### src/hw/rtl/cca_pkg.sv
// Calendar clock adder package: field widths, reset values and month lengths.
// Used by calendar_clock_adder, its checker and the testbench; no dependencies.
`default_nettype none

package cca_pkg;

  localparam int unsigned TenthsW  = 4;
  localparam int unsigned SecondsW = 6;
  localparam int unsigned MinutesW = 6;
  localparam int unsigned HoursW   = 5;
  localparam int unsigned DayW     = 5;
  localparam int unsigned MonthW   = 4;
  localparam int unsigned YearW    = 14;
  localparam int unsigned YrPartW  = 7;   // year split in centuries and year of century

  localparam int unsigned InDataW  = 24;  // 21 bits of fields, zero filled
  localparam int unsigned OutDataW = 48;  // 45 bits of fields, zero filled

  localparam logic [TenthsW-1:0]  TenthsMax  = 4'd9;
  localparam logic [SecondsW-1:0] SecondsMax = 6'd59;
  localparam logic [MinutesW-1:0] MinutesMax = 6'd59;
  localparam logic [HoursW-1:0]   HoursMax   = 5'd23;
  localparam logic [MonthW-1:0]   MonthMax   = 4'd12;
  localparam logic [YearW-1:0]    YearMax    = 14'd9999;
  localparam logic [YrPartW-1:0]  YrPartMax  = 7'd99;

  localparam logic [DayW-1:0]    ResetDay   = 5'd1;
  localparam logic [MonthW-1:0]  ResetMonth = 4'd9;
  localparam logic [YearW-1:0]   ResetYear  = 14'd2019;
  localparam logic [YrPartW-1:0] ResetYrLo  = 7'd19;
  localparam logic [YrPartW-1:0] ResetYrHi  = 7'd20;

  typedef struct packed {
    logic [TenthsW-1:0]  tenths;
    logic [SecondsW-1:0] seconds;
    logic [MinutesW-1:0] minutes;
    logic [HoursW-1:0]   hours;
    logic [DayW-1:0]     day;
    logic [MonthW-1:0]   month;
    logic [YearW-1:0]    year;
  } clock_t;

  function automatic logic [DayW-1:0] month_len(input logic [MonthW-1:0] month,
                                                input logic leap);
    logic [DayW-1:0] len;
    unique case (month)
      4'd2:                      len = leap ? 5'd29 : 5'd28;
      4'd4, 4'd6, 4'd9, 4'd11:   len = 5'd30;
      default:                   len = 5'd31;
    endcase
    return len;
  endfunction

endpackage

`default_nettype wire

### src/hw/rtl/calendar_clock_adder.sv
// Calendar clock adder: adds a time span to a calendar clock, rolls the date.
// Result valid the cycle after input transfer; one transfer per cycle unless stalled.
// The whole carry chain and date roll sit between the clock state and the result register.
// Input is taken while the result register is empty or its result is being taken.
// Reset (rst_ni low, asynchronous) sets 2019-09-01 00:00:00.0 and empties the result.
// Depends on cca_pkg.
`default_nettype none

module calendar_clock_adder (
  input  wire logic                         clk_i,
  input  wire logic                         rst_ni,
  input  wire logic                         s_axis_tvalid,
  output logic                              s_axis_tready,
  // add_hours[4:0], add_minutes[10:5], add_seconds[16:11], add_tenths[20:17]
  input  wire logic [cca_pkg::InDataW-1:0]  s_axis_tdata,
  output logic                              m_axis_tvalid,
  input  wire logic                         m_axis_tready,
  // out_tenths[3:0], out_seconds[9:4], out_minutes[15:10], out_hours[20:16],
  // out_day[25:21], out_month[29:26], out_year[43:30], date_advanced[44]
  output logic [cca_pkg::OutDataW-1:0]      m_axis_tdata
);

  cca_pkg::clock_t cur_q, cur_d;
  logic [cca_pkg::YrPartW-1:0] yr_lo_q, yr_lo_d, yr_hi_q, yr_hi_d;
  logic                        out_valid_q;
  cca_pkg::clock_t             res_q;
  logic                        res_adv_q, adv_d;
  logic                        accept;

  logic [cca_pkg::HoursW-1:0]   in_h;
  logic [cca_pkg::MinutesW-1:0] in_m;
  logic [cca_pkg::SecondsW-1:0] in_s;
  logic [cca_pkg::TenthsW-1:0]  in_t;
  logic [4:0] t_sum;
  logic [6:0] s_sum, m_sum;
  logic [5:0] h_sum;
  logic       c_t, c_s, c_m, c_h;
  logic       leap;
  logic [cca_pkg::DayW-1:0] len;

  assign s_axis_tready = !out_valid_q || m_axis_tready;
  assign accept        = s_axis_tvalid && s_axis_tready;

  always_comb begin
    in_h = s_axis_tdata[4:0];
    in_m = s_axis_tdata[10:5];
    in_s = s_axis_tdata[16:11];
    in_t = s_axis_tdata[20:17];
    if (in_h > cca_pkg::HoursMax)   in_h = cca_pkg::HoursMax;
    if (in_m > cca_pkg::MinutesMax) in_m = cca_pkg::MinutesMax;
    if (in_s > cca_pkg::SecondsMax) in_s = cca_pkg::SecondsMax;
    if (in_t > cca_pkg::TenthsMax)  in_t = cca_pkg::TenthsMax;

    cur_d   = cur_q;
    yr_lo_d = yr_lo_q;
    yr_hi_d = yr_hi_q;

    t_sum = {1'b0, cur_q.tenths} + {1'b0, in_t};
    c_t   = t_sum >= 5'd10;
    cur_d.tenths = c_t ? 4'(t_sum - 5'd10) : t_sum[3:0];

    s_sum = {1'b0, cur_q.seconds} + {1'b0, in_s} + {6'd0, c_t};
    c_s   = s_sum >= 7'd60;
    cur_d.seconds = c_s ? 6'(s_sum - 7'd60) : s_sum[5:0];

    m_sum = {1'b0, cur_q.minutes} + {1'b0, in_m} + {6'd0, c_s};
    c_m   = m_sum >= 7'd60;
    cur_d.minutes = c_m ? 6'(m_sum - 7'd60) : m_sum[5:0];

    h_sum = {1'b0, cur_q.hours} + {1'b0, in_h} + {5'd0, c_m};
    c_h   = h_sum >= 6'd24;
    cur_d.hours = c_h ? 5'(h_sum - 6'd24) : h_sum[4:0];

    // Gregorian leap rule on the split year
    leap = ((yr_lo_q[1:0] == 2'd0) && (yr_lo_q != '0))
        || ((yr_lo_q == '0) && (yr_hi_q[1:0] == 2'd0));
    len  = cca_pkg::month_len(cur_q.month, leap);
    adv_d = c_h;

    if (c_h) begin
      if (cur_q.day >= len) begin
        cur_d.day = 5'd1;
        if (cur_q.month >= cca_pkg::MonthMax) begin
          cur_d.month = 4'd1;
          cur_d.year  = (cur_q.year == cca_pkg::YearMax) ? '0 : cur_q.year + 14'd1;
          if (yr_lo_q == cca_pkg::YrPartMax) begin
            yr_lo_d = '0;
            yr_hi_d = (yr_hi_q == cca_pkg::YrPartMax) ? '0 : yr_hi_q + 7'd1;
          end else begin
            yr_lo_d = yr_lo_q + 7'd1;
          end
        end else begin
          cur_d.month = cur_q.month + 4'd1;
        end
      end else begin
        cur_d.day = cur_q.day + 5'd1;
      end
    end
  end

  always_ff @(posedge clk_i or negedge rst_ni) begin
    if (!rst_ni) begin
      cur_q.tenths  <= '0;
      cur_q.seconds <= '0;
      cur_q.minutes <= '0;
      cur_q.hours   <= '0;
      cur_q.day     <= cca_pkg::ResetDay;
      cur_q.month   <= cca_pkg::ResetMonth;
      cur_q.year    <= cca_pkg::ResetYear;
      yr_lo_q       <= cca_pkg::ResetYrLo;
      yr_hi_q       <= cca_pkg::ResetYrHi;
      out_valid_q   <= 1'b0;
    end else begin
      if (accept) begin
        cur_q   <= cur_d;
        yr_lo_q <= yr_lo_d;
        yr_hi_q <= yr_hi_d;
        out_valid_q <= 1'b1;
      end else if (m_axis_tready) begin
        out_valid_q <= 1'b0;
      end
    end
  end

  always_ff @(posedge clk_i) begin
    if (accept) begin
      res_q     <= cur_d;
      res_adv_q <= adv_d;
    end
  end

  assign m_axis_tvalid = out_valid_q;
  assign m_axis_tdata  = {3'd0, res_adv_q, res_q.year, res_q.month, res_q.day,
                          res_q.hours, res_q.minutes, res_q.seconds, res_q.tenths};

endmodule

`default_nettype wire

### config.mk
export PLATFORM = sky130hd
export DESIGN_NAME = calendar_clock_adder
export DESIGN_NICKNAME = d
export VERILOG_FILES = /design/src/hw/rtl/cca_pkg.sv /design/src/hw/rtl/calendar_clock_adder.sv
export SDC_FILE = /design/constraint.sdc
export NUM_CORES = 1
export LEC_CHECK = 0
export BUFFER_PORTS_ARGS = -buffer_cell sky130_fd_sc_hd__buf_2
export CORE_MARGIN = 4
export CORE_UTILIZATION = 40
export DETAILED_ROUTE_END_ITERATION = 16
export HOLD_SLACK_MARGIN = 0.05
export SYNTH_ARGS = -nofsm -noshare
export SYNTH_HDL_FRONTEND = slang
export SYNTH_SLANG_ARGS = --single-unit
### constraint.sdc
create_clock -name clk_i -period 9.78 [get_ports clk_i]
set_input_delay 0.489 -clock clk_i [delete_from_list [all_inputs] [get_ports clk_i]]
set_output_delay 0.489 -clock clk_i [all_outputs]
set_load 0.005 [all_outputs]
==> impl_metrics.yaml, run 1 <==
clocking:
  h-tree-depth: 3
  clkLatencyLatePin_ns: 0.35
  clk_pin_slew_ns: 0.07
  cts-hold-fix-buffers: 0
  cts_tree: "built"
  clock-sinks: 104
  cts_inserted_buffers: 9
  maximum_buffer_depth_of_the_clock_tree: 2
  cts_root_buf: "sky130_fd_sc_hd__clkbuf_16"
timing:
  setup_ws_ns: 0.785
  rsz0062_at_grt: "no"
  slew_headroom: 0.415
  timing.clock.skew_ns: 0.00948
  timing.fmax_mhz: 111
  finalSetupViolCount: 0
  finalMaxSlewViolations: 0
  min_period_over_period: 0.920
  timing.final.hold_violations: 0
  setup_total_negative_slack_ns: 0
  max_slew.worst_pin.slew_ns: 0.874
  finalWorstPathRequiredPeriod_ns: 9.00
critical_path:
  critical-path-max-stage-delay_ns: 0.68
  timing.critical_path.required_ns: 10.04
  worstReg2RegStart: "cur_q[40]"
  rrSetupSlack_ns: 0.84
  crit_path_end_kind: "register"
  critPathSlowestCell: "sky130_fd_sc_hd__a2111oi_4"
  arrival_ns: 9.26
  crit_path_frequent_cell: "sky130_fd_sc_hd__fa_1"
  critical_path_maximum_fanout: 10
  worstSetupPathType: "in2reg"
  critPathLaunchType: "input port"
  worst-r2r-cell-count: 33
  timing.rr.end: "yr_hi_q[6]"
floorplan:
  coreArea_sq_um: 15100
  ios: 78
  floorplan.die.height_microns: 132
  die-area_sq_um: 17400
  row_count: 45
  initial_core_utilization: 0.406
  chipWidth_microns: 132
yosys:
  synth_commonest_cells: "sky130_fd_sc_hd__nand2_1 (71), sky130_fd_sc_hd__o21ai_0 (46), sky130_fd_sc_hd__edfxtp_1 (45), sky130_fd_sc_hd__dfrtp_1 (43), sky130_fd_sc_hd__nor2_1 (42)"
  synth_top_cell_by_area: "sky130_fd_sc_hd__edfxtp_1"
  synthesis.area_sq_um: 6150
  yosys_warnings: 0
  yosysMostFrequentCell: "sky130_fd_sc_hd__nand2_1"
  yosys_most_used_dff: "sky130_fd_sc_hd__edfxtp_1"
  cell_count_after_synthesis: 605
  ys_seq_area_frac: 0.463
  synth_enable_flop_cells: 45
  cell_types_with_the_largest_area_share_after_synthesis: "sky130_fd_sc_hd__edfxtp_1 (22%), sky130_fd_sc_hd__dfrtp_1 (18%), sky130_fd_sc_hd__dfstp_2 (6.8%)"
  syn_area_per_cell_sq_um: 10.2
  postSynthRegisterBits: 104
  async_reset_ff_frac: 0.567
  synth_top_area_share: 0.220
  synth.lib_cells_used.distinct: 65
placed_design:
  gpl.final_weighted_congestion: 0.876
  place.port_buffers: 71
  dp_slack_ns: 0.384
  placedInstanceArea_sq_um: 6670
  place_hpwl_mm: 9.52
finish:
  diodes: 0
  design_area_sq_um: 7000
  area_delta_synth_final_pct: 13.8
  fillerInstances: 1435
  finalNetCount: 735
  drive_above_1_share: 0.211
power:
  power.density_nw_per_um2: 290
  ir_worst_vdd_mv: 0.104
  power_leakage_nw: 2.97
drt:
  drt_pre_antenna_iters: 4
  final_wirelength_mm: 13.1
  ant_nets: 0
  routed_length_per_placed_instance_microns: 15.2
  vias_post_dr: 4714
  detailed_routed_wire_length_on_met3_microns: 485
  avgViaCountPerCell: 5.48
  drtIter0Drc: 288
  maxUsedRoutingLayer: "met4"
  drc: 0
  detail_route.wirelength.met1_mm: 6.06
  routed-wl-met2_mm: 6.36
status:
  run_status: "complete, no violations"
global_route:
  number_of_global_route_vias_before_repair: 4631
  global_route.usage.total: 0.152
  grt_pass1_wl_mm: 22.1
  grt_max_degree: 69
  globalRouteOverflowTotal: 0
  grt_antenna_before_repair: 0
run:
  drv.max_cap_violation_count: 0
min_path:
  holdCritPathClass: "in2async"
==> stage by stage <==
step	utilization	hold slack (ns)	power, W	instances
after detailed placement	0.440	0.482	0.00165	844
after floorplan	-	0.193	0.00140	607
after global placement	0.440	0.475	0.00162	844
after CTS	0.461	0.348	0.00204	860
final	0.462	0.283	0.00203	860
after global routing	0.462	0.387	0.00219	860
==> layout by cell type, fill, tap and decap left out, types with 16 or more instances in the layout <==
cell	count
sky130_fd_sc_hd__nand2_1	71
sky130_fd_sc_hd__buf_2	71
sky130_fd_sc_hd__o21ai_0	46
sky130_fd_sc_hd__edfxtp_1	45
sky130_fd_sc_hd__dfrtp_1	43
sky130_fd_sc_hd__nor2_1	42
sky130_fd_sc_hd__ha_1	33
sky130_fd_sc_hd__inv_1	30
sky130_fd_sc_hd__nand3_1	23
sky130_fd_sc_hd__o31ai_1	17
sky130_fd_sc_hd__dfstp_2	16
==> layer usage <==
layer | vias to the layer above | global-route usage
met4 | 0 | 0.0496
li1 | 2319 | -
met5 | - | 0
met1 | 2293 | 0.199
met3 | 16 | 0.0290
met2 | 86 | 0.255
==> registers in the layout (all words and copies together), names as in the netlist <==
register	count
yr_hi_q	7
cur_q	44
res_adv_q	1
yr_lo_q	7
m_axis_tdata	44
m_axis_tvalid	1
==> final cells by class <==
type	count	area (sq um)	area share
clock buffers	9	225	0.0322
clock inverters	7	90.1	0.0129
inverters	31	116	0.0166
multi-input cells	445	3090	0.442
flip-flops and latches	104	2850	0.407
well taps	188	235	0.0336
repair buffers	76	393	0.0561
==> worst max-delay path by stage <==
stage | start | cells after the start | slack (ns) | endpoint
5_1_grt | s_axis_tdata[19] | 35 | 0.06 | yr_lo_q[5]
3_3_place_gp | s_axis_tdata[19] | 35 | 0.65 | yr_lo_q[5]
6_report | s_axis_tdata[19] | 36 | 0.79 | yr_hi_q[6]
3_5_place_dp | s_axis_tdata[19] | 36 | 0.38 | m_axis_tdata[38]
4_1_cts | s_axis_tdata[19] | 36 | 0.77 | m_axis_tdata[38]
2_1_floorplan | s_axis_tdata[19] | 36 | 1.58 | yr_lo_q[5]
==> worst max-delay path, delay by kind of cell <==
family	cells	cell delay [ns]
adder cells (fa/ha/maj)	9	3.12
AO/OA/AOI/OAI	16	4.34
XOR/XNOR	1	0.28
AND/OR/NAND/NOR	6	0.65
buffers and inverters	4	0.37
==> cell families after synthesis <==
group | Yosys count | share of synthesized area
AND/OR/NAND/NOR | 217 | 0.174
AO/OA/AOI/OAI | 143 | 0.168
flip-flops | 104 | 0.463
buffers and inverters | 58 | 0.0381
adder cells (fa/ha/maj) | 40 | 0.0899
XOR/XNOR | 24 | 0.0342
multiplexers | 18 | 0.0322
other | 1 | 0.000610
==> timing repair <==
item                                    CTS  global route
endpoints found under the setup margin    0             1
gates resized for setup                   0             2
setup buffers                             0             0
==> where the power goes <==
part | leakage (nW) | switching [W] | total, W | internal (W)
clock network | 0.147 | 0.000174 | 0.000378 | 0.000204
registers | 1.14 | 0.0000596 | 0.000680 | 0.000620
logic | 1.69 | 0.000552 | 0.000970 | 0.000418
No activity file was read; power rests on OpenSTA's default activity.
==> inputs of run 2 (changes only) <==
--- a/config.mk
+++ b/config.mk
@@ -10,6 +10,7 @@
 export CORE_UTILIZATION = 40
 export DETAILED_ROUTE_END_ITERATION = 16
 export HOLD_SLACK_MARGIN = 0.05
+export REMOVE_ABC_BUFFERS = 1
 export SYNTH_ARGS = -nofsm -noshare
 export SYNTH_HDL_FRONTEND = slang
 export SYNTH_SLANG_ARGS = --single-unit
==> run 2 against run 1 <==
Against the previous run: via count fell by 0.11%; fmax fell by 2.9%; clock-buffer cell count rose by 5; non-clock buffer count fell by 1; first-iteration DRC count fell by 22%; wire length rose by 1.9%; worst hold slack got worse by 0.0035 ns; clock skew rose by 0.00068 ns; register-to-register slack got worse by 0.25 ns; utilization fell by 0.28 points; global-route usage rose by 0.47 points; combinational power barely moved.
==> impl_metrics.yaml, run 2 (same netlist as run 1, synthesis figures left out) <==
min_path:
  holdCritPathClass: "in2async"
drt:
  ant_nets: 0
  routed-wl-met2_mm: 6.44
  maxUsedRoutingLayer: "met4"
  final_wirelength_mm: 13.4
  detailed_routed_wire_length_on_met3_microns: 661
  drt_pre_antenna_iters: 4
  avgViaCountPerCell: 5.48
  detail_route.wirelength.met1_mm: 6.03
  drc: 0
  routed_length_per_placed_instance_microns: 15.5
  drtIter0Drc: 225
  vias_post_dr: 4709
timing:
  finalSetupViolCount: 0
  timing.final.hold_violations: 0
  timing.clock.skew_ns: 0.0102
  finalWorstPathRequiredPeriod_ns: 9.26
  setup_total_negative_slack_ns: 0
  rsz0062_at_grt: "no"
  min_period_over_period: 0.947
  max_slew.worst_pin.slew_ns: 1.02
  timing.fmax_mhz: 108
  setup_ws_ns: 0.516
  slew_headroom: 0.320
  finalMaxSlewViolations: 0
finish:
  layout_common_cells: "sky130_fd_sc_hd__nand2_1 (71), sky130_fd_sc_hd__buf_2 (71), sky130_fd_sc_hd__o21ai_0 (46)"
  final_cells: 859
  finalNetCount: 734
  area_delta_synth_final_pct: 13.1
  drive_above_1_share: 0.204
  diodes: 0
  design_area_sq_um: 6960
global_route:
  grt_antenna_before_repair: 0
  global_route.usage.total: 0.157
  grt_max_degree: 60
  grt_pass1_wl_mm: 22.5
  globalRouteOverflowTotal: 0
  number_of_global_route_vias_before_repair: 4681
critical_path:
  arrival_ns: 9.46
  worst-r2r-cell-count: 33
  worstSetupPathType: "in2reg"
  crit_path_frequent_cell: "sky130_fd_sc_hd__fa_1"
  critical-path-max-stage-delay_ns: 0.62
  timing.rr.end: "cur_q[16]"
  worstReg2RegStart: "cur_q[40]"
  rrSetupSlack_ns: 0.59
  critPathLaunchType: "input port"
  setup.worst_path.start: "s_axis_tdata[19]"
  crit_path_end_kind: "register"
  critPathSlowestCell: "sky130_fd_sc_hd__o2111ai_1"
  timing.critical_path.required_ns: 9.98
  critical_path_maximum_fanout: 14
placed_design:
  place_hpwl_mm: 9.52
  dp_slack_ns: 0.246
  gpl.final_weighted_congestion: 0.878
  place.port_buffers: 71
  placedInstanceArea_sq_um: 6660
  post-place-cells: 843
power:
  power_report.internal_total_w: 0.00123
  sw_frac_of_total: 0.385
  ir_worst_vdd_mv: 0.110
  power.density_nw_per_um2: 288
  power_leakage_nw: 2.96
  p_sw_w: 0.000771
  clkPwrFrac: 0.178
  power_frac_seq: 0.338
  pwr-share-comb: 0.485
floorplan:
  coreArea_sq_um: 15100
  row_count: 45
  floorplan.die.height_microns: 132
  chipWidth_microns: 132
  initial_core_utilization: 0.406
  ios: 78
  die-area_sq_um: 17400
clocking:
  cts-hold-fix-buffers: 0
  clk_pin_slew_ns: 0.07
  cts_inserted_buffers: 9
  postCtsSetupBuffers: 0
  h-tree-depth: 3
  clock-sinks: 104
  cts_root_buf: "sky130_fd_sc_hd__clkbuf_16"
  maximum_buffer_depth_of_the_clock_tree: 2
  cts_tree: "built"
  clkLatencyLatePin_ns: 0.36
  ctsResizeCount: 0
run:
  drv.max_cap_violation_count: 0
status:
  run_status: "complete, no violations"
==> run 2: changes by cell type in the layout (fill, tap and decap cells not counted), sizes merged <==
cell / delta
buf: -1
clkinv: -1
inv: -1
bufinv: -1
clkbuf: +5
clkinvlp: -2
==> run 2: layout make-up <==
cell class	count	area, sq um
clock buffers	14	275
clock inverters	2	11.3
fillers	1409	8190
inverters	31	116
multi-input cells	445	3090
flip-flops and latches	104	2850
well taps	188	235
repair buffers	75	385
==> run 2: how the worst max path moves through the flow <==
stage	to	cells after the start	slack, ns
2_1_floorplan	cur_q[4]	35	1.50
3_3_place_gp	cur_q[4]	36	0.55
3_5_place_dp	cur_q[0]	35	0.25
4_1_cts	cur_q[0]	35	0.55
5_1_grt	cur_q[16]	35	0.03
6_report	cur_q[16]	36	0.52
==> run 2: metrics by stage <==
step / hold WS [ns] / utilization / total power (W)
finish: 0.279 / 0.459 / 0.00200
global route: 0.366 / 0.459 / 0.00217
CTS: 0.337 / 0.459 / 0.00201
detailed placement: 0.474 / 0.440 / 0.00164
global placement: 0.472 / 0.440 / 0.00161
floorplan: 0.193 / - / 0.00139
==> run 2: critical path: cells and delay by family <==
family / cells / cell delay [ns]
AOI/OAI and AO/OA: 17 / 4.75
xor gates and xnor gates: 1 / 0.29
and+or+nand+nor: 5 / 0.41
buffers and inverters: 4 / 0.37
adders and majority gates: 9 / 3.13
==> run 2: power by group through the flow <==
stage | combinational, W | sequential [W] | clock, W
floorplan | 0.000708 | 0.000683 | 0
global placement | 0.000924 | 0.000681 | 0
detailed placement | 0.000959 | 0.000685 | 0
CTS | 0.000968 | 0.000678 | 0.000367
global route | 0.00109 | 0.000691 | 0.000386
finish | 0.000970 | 0.000676 | 0.000356
==> run 2: layer usage <==
metal / vias to the layer above / global-route usage
li1: 2308 / -
met1: 2266 / 0.200
met2: 116 / 0.262
met3: 19 / 0.0443
met4: 0 / 0.0432
met5: - / 0
==> inputs of run 3 (changes only) <==
--- a/config.mk
+++ b/config.mk
@@ -5,11 +5,12 @@
 export SDC_FILE = /design/constraint.sdc
 export NUM_CORES = 1
 export LEC_CHECK = 0
+export ABC_AREA = 1
 export BUFFER_PORTS_ARGS = -buffer_cell sky130_fd_sc_hd__buf_2
 export CORE_MARGIN = 4
 export CORE_UTILIZATION = 40
 export DETAILED_ROUTE_END_ITERATION = 16
-export HOLD_SLACK_MARGIN = 0.05
+export HOLD_SLACK_MARGIN = 0.02
 export REMOVE_ABC_BUFFERS = 1
 export SYNTH_ARGS = -nofsm -noshare
 export SYNTH_HDL_FRONTEND = slang
==> run 3 against run 2 <==
Against the previous run: worst setup slack gained 1.4 ns; sequential power is 5.0% higher; design area is 3.5% higher; die area rose by 3.9%; sequential share of layout area decreased by 1.4 points; clock power is 3% higher; clock-buffer cell count decreased by 5; critical endpoint is now m_axis_tdata[36]; highest routed layer unchanged; first-iteration DRC count grew 9.8%.
==> impl_metrics.yaml, run 3 <==
yosys:
  synth_top_area_share: 0.211
  yosysMostFrequentCell: "sky130_fd_sc_hd__nand2_1"
  cell_types_with_the_largest_area_share_after_synthesis: "sky130_fd_sc_hd__edfxtp_1 (21%), sky130_fd_sc_hd__dfrtp_1 (17%), sky130_fd_sc_hd__nand2_1 (14%)"
  synth_enable_flop_cells: 45
  async_reset_ff_frac: 0.567
  synth_commonest_cells: "sky130_fd_sc_hd__nand2_1 (241), sky130_fd_sc_hd__inv_1 (94), sky130_fd_sc_hd__nand3_1 (57), sky130_fd_sc_hd__edfxtp_1 (45), sky130_fd_sc_hd__nor2_1 (45)"
  yosys_warnings: 0
  synthesis.area_sq_um: 6400
  synth_top_cell_by_area: "sky130_fd_sc_hd__edfxtp_1"
  ys_seq_area_frac: 0.445
  yosys_most_used_dff: "sky130_fd_sc_hd__edfxtp_1"
  synth.lib_cells_used.distinct: 42
  syn_area_per_cell_sq_um: 8.19
  cell_count_after_synthesis: 782
  postSynthRegisterBits: 104
clocking:
  cts_tree: "built"
  clkLatencyLatePin_ns: 0.36
  maximum_buffer_depth_of_the_clock_tree: 2
  h-tree-depth: 3
  ctsResizeCount: 0
  clk_pin_slew_ns: 0.07
  cts-hold-fix-buffers: 0
  postCtsSetupBuffers: 0
  cts_root_buf: "sky130_fd_sc_hd__clkbuf_16"
  cts_inserted_buffers: 9
  clock-sinks: 104
critical_path:
  critical-path-max-stage-delay_ns: 0.51
  worstSetupPathType: "in2reg"
  critPathLaunchType: "input port"
  critPathSlowestCell: "sky130_fd_sc_hd__fa_1"
  rrSetupSlack_ns: 2.02
  crit_path_end_kind: "register"
  worstReg2RegStart: "cur_q[40]"
  critical_path_maximum_fanout: 27
  timing.critical_path.required_ns: 9.89
  timing.rr.end: "m_axis_tdata[36]"
  crit_path_frequent_cell: "sky130_fd_sc_hd__nand2_1"
  cp_num_buf_inv: 8
  cpLargestDelayFamily: "adder cells"
  arrival_ns: 7.99
  worst-r2r-cell-count: 41
timing:
  max_slew.worst_pin.slew_ns: 0.820
  finalSetupViolCount: 0
  slew_headroom: 0.453
  finalWorstPathRequiredPeriod_ns: 7.87
  timing.clock.skew_ns: 0.0107
  timing.fmax_mhz: 127
  timing.final.hold_violations: 0
  setup_ws_ns: 1.91
  finalMaxSlewViolations: 0
  setup_total_negative_slack_ns: 0
  min_period_over_period: 0.805
  rsz0062_at_grt: "no"
drt:
  ant_nets: 0
  vias_post_dr: 4927
  routed_length_per_placed_instance_microns: 11.9
  drt_pre_antenna_iters: 4
  drtIter0Drc: 247
  final_wirelength_mm: 12.6
  avgViaCountPerCell: 4.67
  drc: 0
power:
  power_report.internal_total_w: 0.00120
  power_frac_seq: 0.359
  pwr-share-comb: 0.456
  clkPwrFrac: 0.186
  power_leakage_nw: 3.54
  power.density_nw_per_um2: 275
  p_sw_w: 0.000784
  sw_frac_of_total: 0.396
  ir_worst_vdd_mv: 0.153
finish:
  finalNetCount: 907
  layout_common_cells: "sky130_fd_sc_hd__nand2_1 (241), sky130_fd_sc_hd__inv_1 (93), sky130_fd_sc_hd__buf_2 (71)"
  area_delta_synth_final_pct: 12.4
  final_common_cell: "sky130_fd_sc_hd__nand2_1"
  fillerInstances: 1564
  drive_above_1_share: 0.160
  diodes: 0
  postLayoutCoreUtil: 0.467
placed_design:
  place.port_buffers: 71
  place_hpwl_mm: 8.96
  gpl.final_weighted_congestion: 0.896
  dp_slack_ns: 1.52
status:
  run_status: "complete, no violations"
floorplan:
  floorplan.die.height_microns: 135
  initial_core_utilization: 0.415
  row_count: 45
  chipWidth_microns: 135
  coreArea_sq_um: 15400
  ios: 78
  die-area_sq_um: 18100
global_route:
  globalRouteOverflowTotal: 0
  number_of_global_route_vias_before_repair: 4797
  global_route.usage.total: 0.151
  grt_pass1_wl_mm: 22.5
  grt_antenna_before_repair: 0
  grt_max_degree: 60
run:
  drv.max_cap_violation_count: 0
min_path:
  holdCritPathClass: "in2async"
-- run 3: power by group through the flow --
| stage | clock network, W | registers [W] | logic [W] |
|---|---|---|---|
| 2_1_floorplan | 0 | 0.000714 | 0.000669 |
| 3_3_place_gp | 0 | 0.000719 | 0.000905 |
| 3_5_place_dp | 0 | 0.000719 | 0.000912 |
| 4_1_cts | 0.000384 | 0.000713 | 0.000919 |
| 5_1_grt | 0.000403 | 0.000729 | 0.00107 |
| 6_report | 0.000368 | 0.000710 | 0.000903 |
-- run 3: worst max-delay path by stage --
stage,from,end,cells after the start
final,s_axis_tdata[19],m_axis_tdata[36],44
after floorplan,s_axis_tdata[19],yr_hi_q[0],44
after detailed placement,s_axis_tdata[19],m_axis_tdata[36],44
after global placement,s_axis_tdata[19],m_axis_tdata[36],44
after CTS,s_axis_tdata[19],m_axis_tdata[36],44
after global routing,s_axis_tdata[19],m_axis_tdata[36],44
-- run 3: worst reg2reg max path, delay by kind of cell, from the launching register on --
| kind | cells | cell delay (ns) |
|---|---|---|
| flops | 1 | 0.38 |
| fa+ha+maj | 11 | 3.55 |
| compound gates | 3 | 0.34 |
| simple gates | 18 | 2.10 |
| buf+inv | 7 | 0.59 |
| xor+xnor | 2 | 0.54 |
-- run 3: stage by stage --
step / area, sq um / std cells / hold slack, ns / total power, W
6_report: 7200 / 1055 / 0.306 / 0.00198
5_1_grt: 7200 / 1055 / 0.381 / 0.00220
4_1_cts: 7200 / 1055 / 0.352 / 0.00202
3_5_place_dp: 6890 / 1039 / 0.472 / 0.00163
3_3_place_gp: 6890 / 1039 / 0.470 / 0.00162
2_1_floorplan: 6250 / 754 / 0.193 / 0.00138
-- run 3: cell families after synthesis --
kind of cell | count (synthesis) | synth area share
AND/OR/NAND/NOR | 419 | 0.295
buffers and inverters | 126 | 0.0813
flip-flops | 104 | 0.445
AO/OA/AOI/OAI | 73 | 0.0657
adder cells (fa/ha/maj) | 40 | 0.0864
XOR/XNOR | 19 | 0.0260
other | 1 | 0.000586
-- run 3: layout make-up --
class | count | area (sq um) | area share
multi-input cells | 554 | 3040 | 0.423
flip-flops and latches | 104 | 2850 | 0.396
clock inverters | 7 | 78.8 | 0.0110
inverters | 96 | 362 | 0.0502
clock buffers | 9 | 225 | 0.0313
repair buffers | 74 | 378 | 0.0525
well taps | 211 | 264 | 0.0367
-- run 3: routing by layer --
layer | GRT usage | wire (microns)
met1 | 0.200 | 6110
met4 | 0.0413 | 159
met5 | 0 | 0
met3 | 0.0391 | 516
met2 | 0.247 | 5800
